--- src/sv/gld_pkg.sv ---
`timescale 1ns / 1ps
package gld_pkg;

    localparam int MAX_CODE_BITS = 12;
    localparam int ADDR_W        = MAX_CODE_BITS;
    localparam int LEN_W         = ADDR_W + 1;
    localparam int TBL_DEPTH     = 1 << ADDR_W;
    localparam int BUF_BITS      = 24;
    localparam int CNT_W         = 5;
    localparam int SIZE_W        = 4;
    localparam int QUEUE_DEPTH   = 2;

    localparam logic [SIZE_W-1:0] MIN_SIZE   = SIZE_W'(2);
    localparam logic [SIZE_W-1:0] MAX_SIZE   = SIZE_W'(MAX_CODE_BITS - 1);
    localparam logic [SIZE_W-1:0] RESET_MCS  = SIZE_W'(8);
    localparam logic [SIZE_W-1:0] MAX_WIDTH  = SIZE_W'(MAX_CODE_BITS);

    // input action codes
    localparam logic [1:0] ACT_START = 2'd0;
    localparam logic [1:0] ACT_PUSH  = 2'd1;
    localparam logic [1:0] ACT_PULL  = 2'd2;

    typedef enum logic [1:0] {
        K_START = 2'd0,
        K_PUSH  = 2'd1,
        K_PULL  = 2'd2,
        K_NOP   = 2'd3
    } t_kind;

    typedef struct packed {
        logic [1:0] action;
        logic [7:0] data_byte;
    } t_in;

    typedef struct packed {
        logic [7:0] pixel;
        logic       pixel_valid;
        logic       need_data;
        logic       end_of_image;
        logic       code_error;
        logic       push_dropped;
    } t_out;

    typedef struct packed {
        t_kind      kind;
        logic [7:0] data_byte;
    } t_cmd;

    // queue handshake toward the decode engine
    typedef struct packed {
        logic valid;
        t_cmd cmd;
    } t_cmd_q;

    function automatic logic [SIZE_W-1:0] clamp_size(input logic [SIZE_W-1:0] s);
        logic [SIZE_W-1:0] r;
        r = s;
        if (r > MAX_SIZE) r = MAX_SIZE;
        if (r < MIN_SIZE) r = MIN_SIZE;
        return r;
    endfunction

endpackage

--- src/sv/gld_front.sv ---
`timescale 1ns / 1ps
module gld_front (
    input  logic          i_clk,
    input  logic          i_rst_n,
    input  logic          i_in_valid,
    output logic          o_in_ready,
    input  gld_pkg::t_in  i_in_data,
    output gld_pkg::t_cmd_q o_q,
    input  logic          i_pop
);
    import gld_pkg::*;

    t_cmd       r_q [QUEUE_DEPTH];
    logic       r_wp, r_rp;
    logic [1:0] r_cnt;
    t_cmd       w_cmd;
    logic       w_push, w_pop;

    // classify the action of an incoming beat
    always_comb begin
        w_cmd.data_byte = i_in_data.data_byte;
        unique case (i_in_data.action)
            ACT_START: w_cmd.kind = K_START;
            ACT_PUSH:  w_cmd.kind = K_PUSH;
            ACT_PULL:  w_cmd.kind = K_PULL;
            default:   w_cmd.kind = K_NOP;
        endcase
    end

    assign o_in_ready = (r_cnt != 2'(QUEUE_DEPTH));
    assign w_push     = i_in_valid && o_in_ready;
    assign w_pop      = i_pop && (r_cnt != 2'd0);
    assign o_q        = '{valid: (r_cnt != 2'd0), cmd: r_q[r_rp]};

    // store classified commands
    always_ff @(posedge i_clk) begin
        if (w_push) begin
            r_q[r_wp] <= w_cmd;
        end
    end

    // advance pointers and count
    always_ff @(posedge i_clk) begin
        if (!i_rst_n) begin
            r_wp  <= 1'b0;
            r_rp  <= 1'b0;
            r_cnt <= 2'd0;
        end else begin
            if (w_push) r_wp <= ~r_wp;
            if (w_pop)  r_rp <= ~r_rp;
            r_cnt <= r_cnt + 2'(w_push) - 2'(w_pop);
        end
    end
endmodule

--- config.mk ---
export PLATFORM = sky130hd
export DESIGN_NAME = gld_front
export DESIGN_NICKNAME = d
export VERILOG_FILES = /design/src/sv/gld_pkg.sv /design/src/sv/gld_front.sv
export SDC_FILE = /design/constraint.sdc
export NUM_CORES = 1
export LEC_CHECK = 0
export ABC_AREA = 1
export BUFFER_PORTS_ARGS = -buffer_cell sky130_fd_sc_hd__buf_2
export CAP_MARGIN = 20
export CORE_ASPECT_RATIO = 0.75
export CORE_UTILIZATION = 30
export DETAILED_ROUTE_END_ITERATION = 12
export HOLD_SLACK_MARGIN = 0.03
export MAX_ROUTING_LAYER = met4
export SLEW_MARGIN = 10
export SYNTH_ARGS = -nofsm -noshare
export SYNTH_HDL_FRONTEND = slang
export SYNTH_SLANG_ARGS = --single-unit
--- constraint.sdc ---
create_clock -name i_clk -period 1.5 [get_ports i_clk]
set_input_delay 0.225 -clock i_clk [delete_from_list [all_inputs] [get_ports i_clk]]
set_output_delay 0.225 -clock i_clk [all_outputs]
set_load 0.02 [all_outputs]
==> results.txt, run 1 <==
Switching Share = 0.328
largest net degree at the start of global routing = 16
complex-gate fraction of the synthesized area = 0.00988
Final ANT Viol Nets = 0
initial antenna violation count = 0
via count = 578
simple-gate portion of the synthesized area = 0.0778
crit end category = output pin
Min Clock Period, post-route = 1450 ps
row cnt = 17
H-tree levels = 1
diode count = 0
reg-to-reg slack, setup = 110 ps
Power Dens Cells = 1700 nW/um^2
per-cell routed wire length = 10.9 um
synth warn = 0
first-pass GRT wire length = 2350 um
HPWL after DPL = 1100 um
Clock Sinks = 25
# port buffers = 25
Worst Slack Setup Final = 47.9 ps
Net Sw Power = 0.000715 W
Slew Limit Fails = 0
Syn Nets = 86
die area = 3620 um^2
fill count = 301
final worst path period share = 0.968
final hold violation count = 0
Final Core Density = 0.417
Inst Count DP = 133
FF+latch area = 703 um^2
CTS buffer count = 3
cts-stage hold buffer count = 0
final wirelength = 1510 um
Root Driver = clkbuf_8
Max VDD drop = 0.615 mV
Avg Synthesized Cell Area = 14.5 um^2
clock skew = 2.81 ps
gr busiest metal = met2
#FFs+latches synth = 25
Total Neg Setup Slack = 0 ps
Syn-to-layout area delta = 26.9%
met2 Usage GRT = 0.146
Max-Cap Viols = 0
Combinational Power Share = 0.387
aggregate global routing overflow = 0
DRC viols = 0
leakage = 0.539 nW
Pint = 0.00147 W
fmax = 689 MHz
drt pass-1 iters = 3
Slew headroom = 0.724
worst skew pair latency = 260 ps
worst-margin pin slew = 414 ps
sequential area share after synthesis = 0.691
Placeable Area = 3080 um^2
vias in the first global route = 516
Multi-input gate area = 298 um^2
WHS = 145 ps
Longest Clk Path Bufs = 2
All-Layer GR Usage = 0.0905
main combinational cell family by area after synthesis = multiplexers
Clock Pin Slew Worst Setup and Hold Paths = 80 ps
Worst EP required = 1270 ps
worst hold path type = primary input to register
startpoint class of the critical path = register
GR Util met1 = 0.108
die height = 52.3 um
clock share of power = 0.178
outcome = finished, final reports clean
post-synthesis cell count = 70
CTS tree = done
Initial Util = 0.329
die width = 69.1 um
routability cong. = 0.712
drt via density = 4.19
final setup fails = 0
R2R Path Start = r_cnt[1]
layout cells sized above 1 = 0.550
pre-CTS worst setup slack = 9.86 ps
Sequential Power Share = 0.435
Hold Startpoint = i_in_data[2]
CP Class = register to output pin
post-synthesis mux area share = 0.148
GR Util met3 = 0.0423
Synth Cell Area = 1010 um^2
IO Count = 26
Yosys cell types = 11
Final #Nets = 117
Final Instance Count excl. Fillers = 138
Max FO, Critical Path = 4
Initial DRC Count = 29
Synth Area in XOR/XNOR = 0
post-synthesis adder-cell area fraction = 0.0247
critical path arrival = 1230 ps
layout make-up:
cell class,instances,share of cell area
Tap cell,38,0.0370
Inverter,8,0.0233
Sequential cell,25,0.547
Clock buffer,3,0.0321
Timing Repair Buffer,29,0.124
Clock inverter,1,0.00584
Multi-Input combinational cell,34,0.232
cell usage after synthesis:
library cell / number / share of area
nand3_1: 3 / 0.015
dfxtp_1: 5 / 0.099
clkbuf_1: 2 / 0.0074
edfxtp_1: 20 / 0.59
mux2_4: 10 / 0.15
nand2_1: 9 / 0.033
nor2_1: 8 / 0.030
a21oi_1: 2 / 0.0099
ha_1: 2 / 0.025
buf_6: 1 / 0.011
inv_1: 8 / 0.030
registers in the layout (all words and copies together), names as in the netlist, named ones only:
signal and count:
r_q 20, r_cnt 2, r_wp 1, r_rp 1
per-stage QoR:
stage,total power (W),area [um^2]
floorplan,0.00151,1020
global placement,0.00170,1190
detailed placement,0.00173,1190
CTS,0.00212,1240
global route,0.00232,1290
finish,0.00218,1290
cells by family (layout without fill, tap and decap cells):
group / after synthesis / count (layout)
simple gates: 20 / 20
compound gates: 2 / 2
fa+ha+maj: 2 / 2
mux: 10 / 10
flops: 25 / 25
buf+inv: 11 / 41
worst paths after layout:
kind                                  end  cells after the start
worst max register to register   r_cnt[1]                     10
worst min register to register       r_rp                      2
worst max-delay path               o_q[3]                      3
worst min-delay path            r_q[1][2]                      1
layer usage:
metal  vias to the layer above  share of wire
met5                         -              0
li1                        297              -
met1                       263           0.45
met2                        16           0.48
met3                         2          0.057
met4                         0         0.0053
repair_timing:
action,in CTS,in global routing
buffers inserted,0,1
gates resized for setup,0,12
setup endpoints to repair,0,3
worst max-delay path, cell delays in order, from the launching register on:
cell and delay [ps]:
dfxtp_1 350, buf_4 160, mux2_4 300, buf_2 160
power groups by stage:
stage	sequential (W)	combinational (W)	clock, W
after CTS	0.000939	0.000773	0.000411
after global placement	0.000951	0.000754	0
final	0.000949	0.000844	0.000388
after floorplan	0.000944	0.000566	0
after detailed placement	0.000954	0.000772	0
after global routing	0.000964	0.000919	0.000442
cell usage in the layout, fill, tap and decap left out:
| master | n |
|---|---|
| nand2_1 | 5 |
| ha_4 | 1 |
| nand3_1 | 3 |
| ha_2 | 1 |
| buf_4 | 3 |
| buf_2 | 25 |
| clkinvlp_4 | 1 |
| mux2_4 | 10 |
| a21oi_2 | 1 |
| nand2_2 | 4 |
| nor2_2 | 2 |
| inv_2 | 1 |
| dfxtp_2 | 2 |
| dfxtp_1 | 3 |
| a21oi_1 | 1 |
| nor2_1 | 6 |
| inv_1 | 7 |
| clkbuf_8 | 3 |
| buf_6 | 1 |
| edfxtp_1 | 20 |
Note: power is estimated with default switching activity, not from simulation.
==> run 2: changes to the inputs <==
==> constraint.sdc (replaced) <==
create_clock -name i_clk -period 1.15 [get_ports i_clk]
set_input_delay 0.1725 -clock i_clk [delete_from_list [all_inputs] [get_ports i_clk]]
set_output_delay 0.1725 -clock i_clk [all_outputs]
set_load 0.02 [all_outputs]
==> run 2 against run 1 <==
The run now ends with setup timing left. Sequential power rose by 39%. Utilization rose by 9.9 points. Setup slack got worse by 300 ps. Critical path type unchanged. Largest power group is now combinational logic. Highest routed layer unchanged.
==> results.txt, run 2 (synthesis gave the netlist of run 1 again) <==
outcome = finished, violations left
failing checks = setup timing
Max VDD drop = 0.917 mV
fill count = 252
CP Class = register to output pin
final hold violation count = 0
Max-Cap Viols = 0
# port buffers = 25
final worst path period share = 1.22
crit end category = output pin
reg-to-reg slack, setup = -240 ps
worst hold path type = primary input to register
All-Layer GR Usage = 0.125
Largest stage delay, worst path = 400 ps
Worst path depth = 3
Max FO, Critical Path = 5
Hold Startpoint = i_in_data[6]
Final Instance Count excl. Fillers = 151
via count = 694
most frequent cells in the layout = 21 x buf_6, 20 x edfxtp_1, 13 x buf_2, 10 x mux2_4, 6 x buf_4
IO Count = 26
Inst Count DP = 139
routability cong. = 0.739
DR top layer = met4
die area = 3620 um^2
HPWL after DPL = 1280 um
worst-margin pin slew = 284 ps
DRC viols = 0
row cnt = 17
diode count = 0
cts-stage hold buffer count = 0
Biggest register = r_q
Longest Clk Path Bufs = 2
family with the most delay on the worst path = flip-flops
CP bufs+invs = 2
die height = 52.3 um
Worst Slack Setup Final = -252 ps
H-tree levels = 1
CTS buffer count = 3
Initial Util = 0.329
Largest register FFs = 20
Clock Sinks = 25
drt via density = 4.60
largest registers = r_q (20), r_cnt (2)
Max stage delay cell, worst path = dfxtp_4
die width = 69.1 um
Final Core Density = 0.516
Power Dens Cells = 2330 nW/um^2
fmax = 713 MHz
vias in the first global route = 681
drt pass-1 iters = 4
Clock Pin Slew Worst Setup and Hold Paths = 80 ps
Worst EP required = 980 ps
largest net degree at the start of global routing = 14
per-cell routed wire length = 14.1 um
CTS tree = done
r2r worst-path depth = 10
worst skew pair latency = 270 ps
RR Endpoint = r_cnt[1]
crit-path cells = buf_12 > mux2_4 > buf_6
Initial DRC Count = 30
Final ANT Viol Nets = 0
Slew Limit Fails = 0
M1 WL = 835 um
Slew headroom = 0.811
R2R Path Start = r_cnt[0]
clock skew = 2.02 ps
final wirelength = 2120 um
commonest non-fill, non-tap cell in the layout = buf_6
first-pass GRT wire length = 3180 um
startpoint class of the critical path = register
initial antenna violation count = 0
worst hold path depth = 1
critical path arrival = 1230 ps
metal2 WL = 1180 um
RSZ-0062 raised after global routing = yes
Min Clock Period, post-route = 1400 ps
Syn-to-layout area delta = 57.2%
Placeable Area = 3080 um^2
wire length on met3 = 74 um
aggregate global routing overflow = 0
final setup fails = 34
WHS Endpoint = r_q[0][6]
total power = 0.00372 W
Final #Nets = 130
Root Driver = clkbuf_8
layout cells sized above 1 = 0.690
leakage = 0.663 nW
==> run 2: changes by cell type in the layout (fill, tap and decap cells not counted), sizes merged <==
cell,change
clkbuf,+1
clkinvlp,-1
buf,+13
==> run 2: routing by layer <==
metal,vias to the layer above,global-route usage
met2,20,0.225
li1,323,-
met3,4,0.0385
met5,-,-
met4,0,0.0612
met1,347,0.128
==> run 2: how the worst max path moves through the flow <==
stage	slack [ps]	from	endpoint
finish	-250	register	o_q[2]
global route	-310	r_cnt[0]	r_cnt[1]
CTS	-260	register	o_q[2]
detailed placement	-230	r_cnt[1]	r_cnt[1]
global placement	-170	r_cnt[0]	r_cnt[1]
floorplan	-200	r_cnt[0]	r_cnt[1]
==> run 2: what timing repair did <==
action / CTS / global route
pin swaps: 10 / 7
setup endpoints to repair: 34 / 35
resized for setup: 50 / 9
setup buffers: 5 / 6
cloned: 1 / 0
==> run 2: stage by stage <==
stage                     setup slack [ps]  setup TNS, ps  hold WS, ps  area [um^2]
after global placement                -168           -975          361         1280
after detailed placement              -226          -1100          368         1280
after global routing                  -314          -7150         74.8         1590
after floorplan                       -196           -840          270         1050
final                                 -252          -5670         92.5         1590
after CTS                             -260          -4040         83.8         1540
==> run 2: layout make-up <==
type | count | area [um^2] | share of cell area
repair buffers | 42 | 394 | 0.247
inverters | 8 | 37.5 | 0.0236
well taps | 38 | 47.5 | 0.0299
flip-flops and latches | 25 | 712 | 0.447
clock buffers | 4 | 45.0 | 0.0283
multi-input cells | 34 | 357 | 0.224
==> run 2: power by group <==
part | switching, W | internal [W] | leakage [nW]
logic | 0.000830 | 0.00105 | 0.410
registers | 0.000132 | 0.00119 | 0.230
clock network | 0.000265 | 0.000248 | 0.0228
total | 0.00123 | 0.00249 | 0.663
